--- src/rtl/core/chm_pkg.sv ---
// Package for the chained hash map engine: action codes, result struct,
// sentinel constant. No dependencies.
package chm_pkg;

    typedef enum logic [1:0] {
        ACT_LOOKUP = 2'd0,
        ACT_INSERT = 2'd1,
        ACT_DELETE = 2'd2,
        ACT_SPARE  = 2'd3
    } action_t;

    localparam logic [31:0] ABSENT_VALUE = 32'h7FFF_FFFF;

    typedef struct packed {
        logic signed [31:0] result_value;
        logic               found;
        logic               pool_full;
        logic [8:0]         entry_count;
        logic [31:0]        op_count;
    } result_t;

endpackage

--- src/rtl/core/chm_modulo.sv ---
// Iterative restoring modulo: 32-bit key by a 7-bit divisor, one bit a cycle.
// Depends on chm_pkg.
module chm_modulo
    import chm_pkg::*;
(
    input  logic        clk,
    input  logic        rst_n,
    input  logic        start,
    input  logic [31:0] dividend,
    input  logic [6:0]  divisor,
    output logic        done,
    output logic [6:0]  remainder
);
    logic [31:0] shift_reg, shift_next;
    logic [6:0]  rem_reg, rem_next;
    logic [6:0]  div_reg, div_next;
    logic [5:0]  cnt_reg, cnt_next;
    logic        busy_reg, busy_next;
    logic [7:0]  trial;

    assign trial = {rem_reg, shift_reg[31]};

    always_comb
    begin
        shift_next = shift_reg;
        rem_next   = rem_reg;
        div_next   = div_reg;
        cnt_next   = cnt_reg;
        busy_next  = busy_reg;
        done       = 1'b0;
        if (start)
        begin
            shift_next = dividend;
            rem_next   = '0;
            div_next   = divisor;
            cnt_next   = 6'd32;
            busy_next  = 1'b1;
        end
        else if (busy_reg)
        begin
            shift_next = {shift_reg[30:0], 1'b0};
            if (trial >= {1'b0, div_reg})
                rem_next = 7'(trial - {1'b0, div_reg});
            else
                rem_next = trial[6:0];
            cnt_next = cnt_reg - 6'd1;
            if (cnt_reg == 6'd1)
            begin
                busy_next = 1'b0;
                done      = 1'b1;
            end
        end
    end

    assign remainder = rem_next;

    always_ff @(posedge clk or negedge rst_n)
    begin
        if (!rst_n)
        begin
            busy_reg <= 1'b0;
            cnt_reg  <= '0;
        end
        else
        begin
            busy_reg <= busy_next;
            cnt_reg  <= cnt_next;
        end
    end

    always_ff @(posedge clk)
    begin
        shift_reg <= shift_next;
        rem_reg   <= rem_next;
        div_reg   <= div_next;
    end
endmodule

--- config.mk ---
export PLATFORM = sky130hd
export DESIGN_NAME = chm_modulo
export DESIGN_NICKNAME = d
export VERILOG_FILES = /design/src/rtl/core/chm_pkg.sv /design/src/rtl/core/chm_modulo.sv
export SDC_FILE = /design/constraint.sdc
export NUM_CORES = 1
export LEC_CHECK = 0
export ABC_CLOCK_PERIOD_IN_PS = 3200
export BUFFER_PORTS_ARGS = -buffer_cell sky130_fd_sc_hd__clkbuf_2
export CAP_MARGIN = 10
export CORE_MARGIN = 1.5
export CORE_UTILIZATION = 54
export CTS_CLUSTER_DIAMETER = 200
export CTS_CLUSTER_SIZE = 30
export DETAILED_ROUTE_END_ITERATION = 10
export GPL_ROUTABILITY_DRIVEN = 0
export PLACE_DENSITY = 0.84
export SLEW_MARGIN = 30
export SYNTH_ARGS = -nofsm -noshare
export SYNTH_HDL_FRONTEND = slang
export SYNTH_SLANG_ARGS = --single-unit
--- constraint.sdc ---
create_clock -name clk -period 3.2 [get_ports clk]
set_input_delay 0.32 -clock clk [delete_from_list [all_inputs] [get_ports clk]]
set_output_delay 0.32 -clock clk [all_outputs]
set_load 0.005 [all_outputs]
Word level (Yosys, flattened, before mapping)
Cells that the tools add are included.

operators by class
  add/sub/neg operators = 2
  $lt $le $gt $ge = 1
  equal/unequal tests = 1
  multiplexer cells = 13
  reductions and logical operators = 1

operators by type and width
  operator                                                             count
  32-bit 2-to-1 mux                                                    2
  7-bit 2-to-1 mux                                                     3
  6-bit 2-to-1 mux                                                     2
  8-bit by 7-bit >= comparator with 1-bit output                       1
  7-bit subtractor                                                     1
  6-bit by 1-bit == test with 1-bit output (second input constant)     1
  1-bit 2-to-1 mux                                                     6
  6-bit by 1-bit subtractor with 6-bit output (second input constant)  1
  2-bit nonzero test                                                   1

storage, ports and cells
  register bits = 53
  output and inout port bits = 8

Depth between registers and ports, before layout
Gate-level depths: netlist (run 1).

  depth in word-level cells = 4
  depth in mapped cells = 9
  mapped depth without buffers = 9

Worst setup path after synthesis (run 1)
Ideal clock, no wire load.

  path kind = flip-flop to output port
  from = reg shift_reg[31]
  to = out remainder[0]
  arrival = 2.402 ns
  data required time = 2.880 ns
  setup slack = 0.478 ns
  cell stages (with the launch flop) = 10
  buffers on the path = 0
  cell sequence = edfxtp_1 inv_1 ha_1 inv_1 fa_1 a211oi_2 o21ai_2 a41oi_4 mux2_2 a211oi_1

on the way
  word-level cells in the longest chain between the ends = 4

RTL lines
  what                                                                                       RTL line                            text
  start: declaration                                                                         chm_modulo.sv:14                    logic [31:0] shift_reg, shift_next;
  start signal: assignment                                                                   chm_modulo.sv:73                    shift_reg <= shift_next;
  7-bit subtractor / 8-bit by 7-bit >= comparator with 1-bit output (equally long branches)  chm_modulo.sv:43, chm_modulo.sv:42
  7-bit 2-to-1 mux *                                                                         chm_modulo.sv:42                    if (trial >= {1'b0, div_reg})
  7-bit 2-to-1 mux *                                                                         chm_modulo.sv:39                    else if (busy_reg)
  7-bit 2-to-1 mux *                                                                         chm_modulo.sv:31                    if (start)
  end: declaration                                                                           chm_modulo.sv:12                    output logic [6:0] remainder

Every way passes the cells marked *; elsewhere a longest branch is shown, timed or not.

Worst setup path in the final report (run 1)
Same ends and word-level chain as after synthesis.

==> metrics.md, run 1 <==
| Metric | Value |
|---|---|
| Aggregate global routing overflow | 0 |
| Post-Place Worst Slack | 0.357 ns |
| DIE AREA | 0.00510 mm² |
| Sink Count | 53 |
| Worst Setup Path Type | flop to output port |
| Fin cells | 295 |
| Clock-pin slew on the worst setup and hold paths | 0.09 ns |
| TritonCTS clock tree | built |
| Antenna Violating Nets Remaining | 0 |
| Initial antenna violation count | 0 |
| Post-Syn Area | 0.00253 mm² |
| Syn avg cell area | 13.5 µm² |
| Actual slew at the worst max-slew pin | 0.669 ns |
| Clk_skew | 0.00738 ns |
| Max-slew headroom | 55.4% |
| # DRC | 0 |
| Peak supply drop | 0.302 mV |
| Yosys top cell by area | edfxtp_1 |
| FF-to-FF Start | shift_reg[31]$_DFFE_PP_ |
| Commonest non-fill, non-tap cell in the layout | clkbuf_2 |
| Multi-input gate area | 977 µm² |
| Most frequent cells in the layout | clkbuf_2, edfxtp_1, mux2_2 |
| Min-Delay Path Class | input pin to flop |
| Critical path required time | 2.88 ns |
| Max reg flops | 32 |
| Die Wd | 71.4 µm |
| # rows | 24 |
| Fin. max-slew vios | 0 |
| Fmax | 318 MHz |
| Wire per inst | 14.8 µm |
| PnR Total Power | 1.93 mW |
| WHS | 0.186 ns |
| Synth warn | 0 |
| Cell chosen for the clock root | clkbuf_8 |
| Switch share | 30.8% |
| P_leak | 1.27 nW |
| Hold path start | divisor[5] |
| Critical-path maximum fanout | 2 |
| Slowest stage cell, crit path | fa_1 |
| Post-synth cell types | 37 |
| H-tree depth | 2 |
| Worst Hold Depth | 1 |
| Placed cell count | 284 |
| End of the worst register-to-register path | rem_reg[0]$_DFF_P_ |
| Share of async-settable or async-resettable flops after synthesis | 13.2% |
| Period utilisation layout | 98.4% |
| Worst path cell trace | inv_1 > ha_1 > inv_1 > fa_1 > a211oi_2 > o21ai_2 > a41oi_4 > mux2_2 > a211oi_2 > clkbuf_2 |
| Vias in the first global route | 1,561 |
| WP data arrival | 2.83 ns |
| Share of layout cells above drive strength 1 | 41.2% |
| Critical Path Source Type | flop |
| Internal power | 1.33 mW |
| Area delta synth->final | 17.1% |
| Fillcell total | 330 |
| Gr usage total | 18.0% |
| Top cells by area, synth | edfxtp_1, mux2_2, dfrtp_1, dfxtp_1, ha_1 |
| Cell Area, Placed | 0.00283 mm² |
| Final instance area | 0.00296 mm² |
| Reg area | 0.00149 mm² |
| Hpwl dp | 2920 µm |
| Share of the synthesized area in the top cell type | 46.3% |
| Max capacitance violation total | 0 |
| Clock share of power | 19.8% |
| Reg power frac | 49.4% |
| CTS max path bufs | 2 |
| Hold Fails Final Rpt | 0 |
| Reg2reg setup slack | 0.74 ns |
| Number of enable flip-flop cells after synthesis | 39 |
| First-pass detailed-route iteration total | 4 |
| Power density over the cells | 652 mW/mm² |
| First-pass GRT wire length | 7010 µm |
| Final worst path period need | 3.15 ns |
| WHS Endpoint | div_reg[5]$_DFFE_PP_ |
| Setup slack after layout | 0.0522 ns |
| Die height | 71.4 µm |
| Largest net degree at the start of global routing | 38 |
| Initial Util | 57.3% |
| Core footprint | 0.00441 mm² |
| Switching power total | 0.595 mW |
| Net Count, Synth | 239 |
| Clock Latency Late Sink | 0.31 ns |
| FF-to-FF path depth | 9 |
| CTS Buf Count | 5 |
| I/O Buffers | 49 |
| Antenna Cells | 0 |
| Status | finished clean |
| Crit end category | output port |
| Total routed wirelength | 4360 µm |
| Via density | 5.48 |
| Combinational power share | 30.8% |
| Seq cells post-synth | 53 |
| Nets | 294 |
| Final setup viols | 0 |
| I/O pins | 50 |
| Via count | 1,616 |
| Ys flop type | edfxtp_1 |
| DR iter-0 viols | 95 |
| Crit-path max cell delay | 0.42 ns |
| Post-synthesis sequential area ratio | 58.8% |
| Mapped Cells | 187 |
==> stage by stage <==
stage	util, %	TNS [ns]
6_report	67.1	0
3_3_place_gp	64.2	0
2_1_floorplan	-	0
3_5_place_dp	64.2	0
5_1_grt	67.1	-0.0529
4_1_cts	66.6	0
==> power groups by stage <==
stage / clock, mW / combinational (mW) / sequential, mW
after global routing: 0.415 / 0.653 / 0.969
final: 0.381 / 0.595 / 0.953
after CTS: 0.389 / 0.575 / 0.953
after detailed placement: 0 / 0.559 / 0.964
after global placement: 0 / 0.544 / 0.964
after floorplan: 0 / 0.433 / 0.937
==> metal layers <==
metal	track usage, %	wire length (µm)
met5	0	0
met4	5.66	46
met3	6.05	272
met2	28.8	2040
met1	23.2	2010
==> synthesized netlist by cell type (all sizes together) (4+ instances only) <==
master	n
clkbuf	4
ha	9
nor2	16
nand2	7
a211oi	7
edfxtp	39
xnor2	4
dfxtp	7
mux2	32
nor3	4
xor2	5
dfrtp	7
mux2i	4
inv	13
==> how the worst max path moves through the flow <==
stage                            start            to  slack, ns  cells after the start
2_1_floorplan  shift_reg[31]$_DFFE_PP_  remainder[0]       0.48                      9
3_3_place_gp   shift_reg[31]$_DFFE_PP_  remainder[0]       0.41                     10
3_5_place_dp   shift_reg[31]$_DFFE_PP_  remainder[0]       0.36                     10
4_1_cts        shift_reg[31]$_DFFE_PP_  remainder[0]      0.003                     10
5_1_grt        shift_reg[31]$_DFFE_PP_  remainder[0]      -0.05                     10
6_report       shift_reg[31]$_DFFE_PP_  remainder[0]       0.05                     10
==> area by class of cell <==
cell class,instances,area share (%)
sequential,53,50.2
multi-input combinational,114,33.0
timing repair buffer,55,9.89
clock buffer,5,2.32
tap,52,2.20
inverter,13,1.65
clock inverter,3,0.719
==> what timing repair did <==
| action | 4_1_cts | 5_1_grt |
|---|---|---|
| hold endpoints to repair | 7 | 0 |
| hold buffers | 1 | 0 |
| setup buffers | 1 | 1 |
| pin swaps | 1 | 1 |
| setup endpoints to repair | 1 | 6 |
| gates resized for setup | 0 | 2 |
==> logic make-up after synthesis <==
family | count (synthesis) | synth area share [%]
xor gates and xnor gates | 9 | 3.12
buffers and inverters | 20 | 2.97
AOI/OAI and AO/OA | 21 | 6.93
muxes | 36 | 15.8
adders and majority gates | 10 | 5.25
DFF | 53 | 58.8
and+or+nand+nor | 38 | 7.08
==> critical path, delay by kind of cell, from the launching register on <==
family | cells | cell delay [ns]
compound gates | 4 | 0.91
fa+ha+maj | 2 | 0.58
buf+inv | 3 | 0.29
flops | 1 | 0.38
mux | 1 | 0.37
Power figures use the tool's default switching activity.
==> inputs of run 2 (changes only) <==
Settings changed: ABC_CLOCK_PERIOD_IN_PS 3200 to 3650, CORE_UTILIZATION 54 to 59, PLACE_DENSITY 0.84 to 0.91.
Clock period 3.2 ns to 3.65 ns, I/O delays scaled along.
==> metrics.md, run 2 (synthesis gave the netlist of run 1 again) <==
| Metric | Value |
|---|---|
| Status | finished clean |
| Hold Fails Final Rpt | 0 (unchanged) |
| Final setup viols | 0 (unchanged) |
| Min-Delay Path Class | input pin to flop |
| Fillcell total | 290 (-12%) |
| RSZ-0062 raised after global routing | false |
| Wire per inst | 15.1 µm (+1.8%) |
| Antenna Cells | 0 (unchanged) |
| Actual slew at the worst max-slew pin | 0.628 ns (-0.0412 ns) |
| Vias in the first global route | 1,521 (-2.6%) |
| Aggregate global routing overflow | 0 (unchanged) |
| P_leak | 1.26 nW (-1.0%) |
| Most frequent cells in the layout | clkbuf_2, edfxtp_1, mux2_2 |
| WHS | 0.223 ns (+0.0371 ns) |
| Initial Util | 62.3% (+5.0 points) |
| Final worst path period need | 3.22 ns |
| Reg area | 0.00149 mm² (unchanged) |
| Internal power | 1.17 mW (-12%) |
| Sink Count | 53 (unchanged) |
| Crit-path max cell delay | 0.41 ns (about the same) |
| DR iter-0 viols | 76 (-20%) |
| GRT met2 Usage | 32.3% (+3.5 points) |
| WHS Endpoint | div_reg[4]$_DFFE_PP_ |
| Switch share | 30.4% (-0.44 points) |
| Fin. max-slew vios | 0 (unchanged) |
| Clock Latency Late Sink | 0.31 ns (about the same) |
| Die Wd | 68.5 µm (-4.2%) |
| Reg2reg setup slack | 1.17 ns (+0.43 ns) |
| Hold path start | divisor[4] |
| WP data arrival | 2.86 ns (+0.03 ns) |
| Gr usage total | 20.4% (+2.4 points) |
| I/O pins | 50 (unchanged) |
| Met3 GRT Util | 5.59% (-0.46 points) |
| Cts repair resizes | 0 (unchanged) |
| Largest net degree at the start of global routing | 52 (+37%) |
| Max capacitance violation total | 0 (unchanged) |
| Crit end category | output port |
| Die height | 68.5 µm (-4.2%) |
| Most Frequent Cell on Critical Path | inv_1 |
| TritonCTS clock tree | built |
| DIE AREA | 0.00469 mm² (-8.1%) |
| Area delta synth->final | 16.1% |
| # rows | 23 (-4.2%) |
| M1 GR Usage | 26.7% (+3.5 points) |
| Share of layout cells above drive strength 1 | 39.8% (-1.3 points) |
| Slowest stage cell, crit path | fa_1 |
| Commonest non-fill, non-tap cell in the layout | clkbuf_2 |
| Fin Setup TNS | 0 ns (unchanged) |
| Worst path cell trace | inv_1 > ha_1 > inv_1 > fa_1 > a211oi_2 > o21ai_2 > a41oi_4 > mux2_2 > a211oi_1 > clkbuf_2 |
| Multi-input gate area | 966 µm² (-1.2%) |
| Via count | 1,603 (-0.80%) |
| Clock-pin slew on the worst setup and hold paths | 0.09 ns (about the same) |
| Peak supply drop | 0.257 mV (-15%) |
| Critical path required time | 3.28 ns (+0.40 ns) |
| Total routed wirelength | 4380 µm (+0.41%) |
| Post-CTS setup buffer count | 0 (-1) |
| First-pass GRT wire length | 6810 µm (-2.9%) |
| Critical-path maximum fanout | 3 (+1) |
| H-tree depth | 2 (unchanged) |
| Hpwl dp | 3020 µm (+3.6%) |
| Combinational power share | 29.9% (-0.9 points) |
| Nets | 292 (-0.68%) |
| First-pass detailed-route iteration total | 4 (unchanged) |
| # DRC | 0 (unchanged) |
| Clk_skew | 0.00560 ns (-0.00178 ns) |
| Initial antenna violation count | 0 (unchanged) |
| FF-to-FF Start | shift_reg[31]$_DFFE_PP_ |
| Worst Setup Path Type | flop to output port |
| Core footprint | 0.00406 mm² (-8.1%) |
| Most used routing layer | met2 |
| Max reg flops | 32 (unchanged) |
| End of the worst register-to-register path | rem_reg[0]$_DFF_P_ |
| CTS Buf Count | 5 (unchanged) |
| Via density | 5.51 (+0.56%) |
| Antenna Violating Nets Remaining | 0 (unchanged) |
| Fmax | 310 MHz |
| Reg power frac | 49.6% (+0.2 points) |
| Power density over the cells | 573 mW/mm² (-12%) |
| Switching power total | 0.511 mW (-14%) |
| Period utilisation layout | 88.3% |
| FF-to-FF path depth | 9 (unchanged) |
| CTS max path bufs | 2 (unchanged) |
| I/O Buffers | 49 (unchanged) |
| Worst Hold Depth | 1 (unchanged) |
| Cell chosen for the clock root | clkbuf_8 |
| Critical Path Source Type | flop |
| Clock share of power | 20.5% (+0.7 points) |
| Max-slew headroom | 58.1% (+2.7 points) |
## run 2: worst max path at each step
stage	startpoint	end	slack, ns
floorplan	shift_reg[31]$_DFFE_PP_	remainder[0]	0.88
global placement	shift_reg[31]$_DFFE_PP_	remainder[0]	0.82
detailed placement	shift_reg[31]$_DFFE_PP_	remainder[0]	0.76
CTS	shift_reg[31]$_DFFE_PP_	remainder[0]	0.42
global route	shift_reg[31]$_DFFE_PP_	remainder[0]	0.31
finish	shift_reg[31]$_DFFE_PP_	remainder[0]	0.43
## run 2: worst max-delay path: cells and delay by family (launching register included)
kind / cells / cell delay (ns)
AOI/OAI and AO/OA: 4 / 0.95
adders and majority gates: 2 / 0.57
buffers and inverters: 3 / 0.30
DFF: 1 / 0.37
muxes: 1 / 0.36
## run 2: layout make-up
type                       instances  share of cell area [%]
clock buffer                       7                    2.94
clock inverter                     1                   0.256
inverter                          13                    1.66
multi-input combinational        114                    32.9
sequential                        53                    50.6
tap                               50                    2.13
timing repair buffer              53                    9.46
## run 2: through the flow
step | std cells | area, µm² | setup WS (ns) | utilization [%] | power (mW)
detailed placement | 282 | 2830 | 0.765 | 69.8 | 1.34
global route | 291 | 2940 | 0.309 | 72.3 | 1.77
global placement | 282 | 2830 | 0.819 | 69.8 | 1.32
CTS | 291 | 2940 | 0.420 | 72.3 | 1.68
finish | 291 | 2940 | 0.427 | 72.3 | 1.68
floorplan | 187 | 2530 | 0.883 | - | 1.20
## run 2: layer usage
| layer | up-vias | part of all wire, % |
|---|---|---|
| met5 | - | 0 |
| met4 | 0 | 1.4 |
| met3 | 8 | 4.8 |
| met2 | 39 | 49 |
| met1 | 768 | 45 |
| li1 | 788 | - |
## run 2: timing repair
action	4_1_cts	5_1_grt
hold endpoints to repair	7	0
hold buffers	1	0
endpoints found under the setup margin	0	0
## run 2: power by group through the flow
stage / sequential, mW / combinational (mW) / clock (mW)
after global routing: 0.848 / 0.562 / 0.364
after global placement: 0.844 / 0.476 / 0
after floorplan: 0.822 / 0.380 / 0
after CTS: 0.835 / 0.503 / 0.347
after detailed placement: 0.848 / 0.496 / 0
final: 0.834 / 0.502 / 0.344
==> inputs of run 3 (changes only) <==
Settings changed: CORE_ASPECT_RATIO set to 0.75, PLACE_DENSITY 0.91 to not set, PLACE_DENSITY_LB_ADDON set to 0.08.
==> metrics.md, run 3 (synthesis gave the netlist of run 1 again) <==
| Metric | Value |
|---|---|
| Fin Setup TNS | 0 ns (unchanged) |
| # rows | 20 (-13%) |
| Vias in the first global route | 1,626 (+6.9%) |
| Max capacitance violation total | 0 (unchanged) |
| Die Wd | 78.6 µm (+15%) |
| Crit end category | output port |
| Max-slew headroom | 57.9% (-0.18 points) |
| DR iter-0 viols | 111 (+46%) |
| Hold Fails Final Rpt | 0 (unchanged) |
| Via count | 1,658 (+3.4%) |
| M1 WL | 2090 µm (+7.0%) |
| CTS max path bufs | 2 (unchanged) |
| Share of layout cells above drive strength 1 | 39.8% (unchanged) |
| End of the worst register-to-register path | rem_reg[0]$_DFF_P_ |
| Power density over the cells | 576 mW/mm² (+0.51%) |
| Worst Setup Path Type | flop to output port |
| Peak supply drop | 0.322 mV (+25%) |
| Worst Hold Depth | 1 (unchanged) |
| Actual slew at the worst max-slew pin | 0.631 ns (+0.00271 ns) |
| Commonest non-fill, non-tap cell in the layout | clkbuf_2 |
| Most frequent cells in the layout | clkbuf_2, edfxtp_1, mux2_2 |
| Initial antenna violation count | 0 (unchanged) |
| Crit-path max cell delay | 0.42 ns (about the same) |
| Post-Place Worst Slack | 0.712 ns (-0.0525 ns) |
| Hold path start | divisor[1] |
| DR top layer | met4 |
| Status | finished clean |
| Clk_skew | 0.00341 ns (-0.00220 ns) |
| Wire per inst | 16.2 µm (+7.8%) |
| Area delta synth->final | 16.1% (unchanged) |
| Final setup viols | 0 (unchanged) |
| WHS | 0.246 ns (+0.0232 ns) |
| Cell chosen for the clock root | clkbuf_8 |
| I/O pins | 50 (unchanged) |
| Reg2reg setup slack | 1.11 ns (-0.06 ns) |
| WHS Endpoint | div_reg[1]$_DFFE_PP_ |
| WP data arrival | 2.90 ns (+0.04 ns) |
| Critical path required time | 3.28 ns (about the same) |
| Fin. max-slew vios | 0 (unchanged) |
| Aggregate global routing overflow | 0 (unchanged) |
| Fin cells | 296 (+1.7%) |
| Clock-pin slew on the worst setup and hold paths | 0.09 ns (about the same) |
| First-pass GRT wire length | 7510 µm (+10%) |
| Fillcell total | 301 (+3.8%) |
| Critical Path Source Type | flop |
| FF-to-FF path depth | 9 (unchanged) |
| Antenna Violating Nets Remaining | 0 (unchanged) |
| PnR Total Power | 1.69 mW (+0.51%) |
| Via density | 5.60 (+1.7%) |
| Min-Delay Path Class | input pin to flop |
| Clock Latency Late Sink | 0.29 ns (-0.02 ns) |
| WL met2 | 2310 µm (+7.5%) |
| Sink Count | 53 (unchanged) |
| Largest net degree at the start of global routing | 38 (-27%) |
| Gr usage total | 21.8% (+1.4 points) |
| P_leak | 1.25 nW (-0.56%) |
| Final worst path period need | 3.27 ns (+0.0430 ns) |
| Total routed wirelength | 4800 µm (+9.7%) |
| Met3 WL | 354 µm (+68%) |
| Setup slack after layout | 0.384 ns (-0.0430 ns) |
| # DRC | 0 (unchanged) |
| Core footprint | 0.00408 mm² (+0.52%) |
| Placed cell count | 287 (+1.8%) |
| Max reg flops | 32 (unchanged) |
| WP buf/inv | 3 (unchanged) |
| Antenna Cells | 0 (unchanged) |
| Period utilisation layout | 89.5% (+1.2 points) |
| Fmax | 306 MHz (-1.3%) |
| CTS Buf Count | 5 (unchanged) |
| Hpwl dp | 3530 µm (+17%) |
| Worst path cell trace | inv_1 > ha_1 > inv_1 > fa_1 > a211oi_2 > o21ai_2 > a41oi_4 > mux2_2 > a211oi_1 > clkbuf_2 |
| Slowest stage cell, crit path | fa_1 |
| Die height | 59.7 µm (-13%) |
| Largest delay contributor family on the critical path | compound AO/OA/AOI/OAI gates |
| Most Frequent Cell on Critical Path | inv_1 |
| DIE AREA | 0.00469 mm² (about the same) |
| TritonCTS clock tree | built |
| Nets | 292 (unchanged) |
| I/O Buffers | 49 (unchanged) |
| RSZ-0062 raised after global routing | false |
| Initial Util | 62.0% (-0.32 points) |
| First-pass detailed-route iteration total | 4 (unchanged) |
| Critical-path maximum fanout | 3 (unchanged) |
| Post-CTS setup buffer count | 0 (unchanged) |
| H-tree depth | 2 (unchanged) |
| FF-to-FF Start | shift_reg[31]$_DFFE_PP_ |
run 3: cell types whose count changed in the layout (fill, tap and decap cells not counted):
cell,previous run,this run
clkinvlp_4,1,2
clkbuf_8,6,5
run 3: per-stage QoR:
step                      util, %  cell area (µm²)
after floorplan                 -             2530
after CTS                    72.0             2940
after global routing         72.0             2940
final                        72.0             2940
after detailed placement     69.6             2840
after global placement       69.6             2840
run 3: final cells by class:
class / instances / area [µm²] / share of cell area [%]
timing repair buffer: 53 / 278 / 9.46
multi-input combinational: 114 / 966 / 32.9
inverter: 13 / 48.8 / 1.66
sequential: 53 / 1490 / 50.6
clock inverter: 2 / 15.0 / 0.512
clock buffer: 6 / 72.6 / 2.47
tap: 55 / 68.8 / 2.34
run 3: repair_timing:
action,CTS,global route
endpoints found under the hold margin,7,0
resized for setup,0,0
hold buffers,1,0
run 3: worst max-delay path by stage:
stage                             from            to  slack (ns)  cells past startpoint
6_report       shift_reg[31]$_DFFE_PP_  remainder[0]        0.38                     10
5_1_grt        shift_reg[31]$_DFFE_PP_  remainder[0]        0.20                     10
4_1_cts        shift_reg[31]$_DFFE_PP_  remainder[0]        0.38                     10
3_5_place_dp   shift_reg[31]$_DFFE_PP_  remainder[0]        0.71                     10
3_3_place_gp   shift_reg[31]$_DFFE_PP_  remainder[0]        0.84                     10
2_1_floorplan  shift_reg[31]$_DFFE_PP_  remainder[0]        0.88                      9
run 3: worst register-to-register path, stage by stage (launching register included):
cell and delay [ns]:
edfxtp_1 0.37, inv_1 0.09, ha_1 0.19, inv_1 0.06
fa_1 0.42, a211oi_2 0.29, o21ai_2 0.13, a41oi_4 0.23
mux2_2 0.36, a211oi_1 0.30
run 3: metal layers:
metal	vias up	GRT usage (%)
met5	-	0
met4	0	6.89
met3	10	7.18
met2	66	35.6
met1	793	28.0
li1	789	-
run 3: report_power, final:
group | switching, mW | internal (mW) | total [mW]
Combinational | 0.280 | 0.252 | 0.531
Sequential | 0.0733 | 0.766 | 0.840
Clock | 0.183 | 0.135 | 0.319
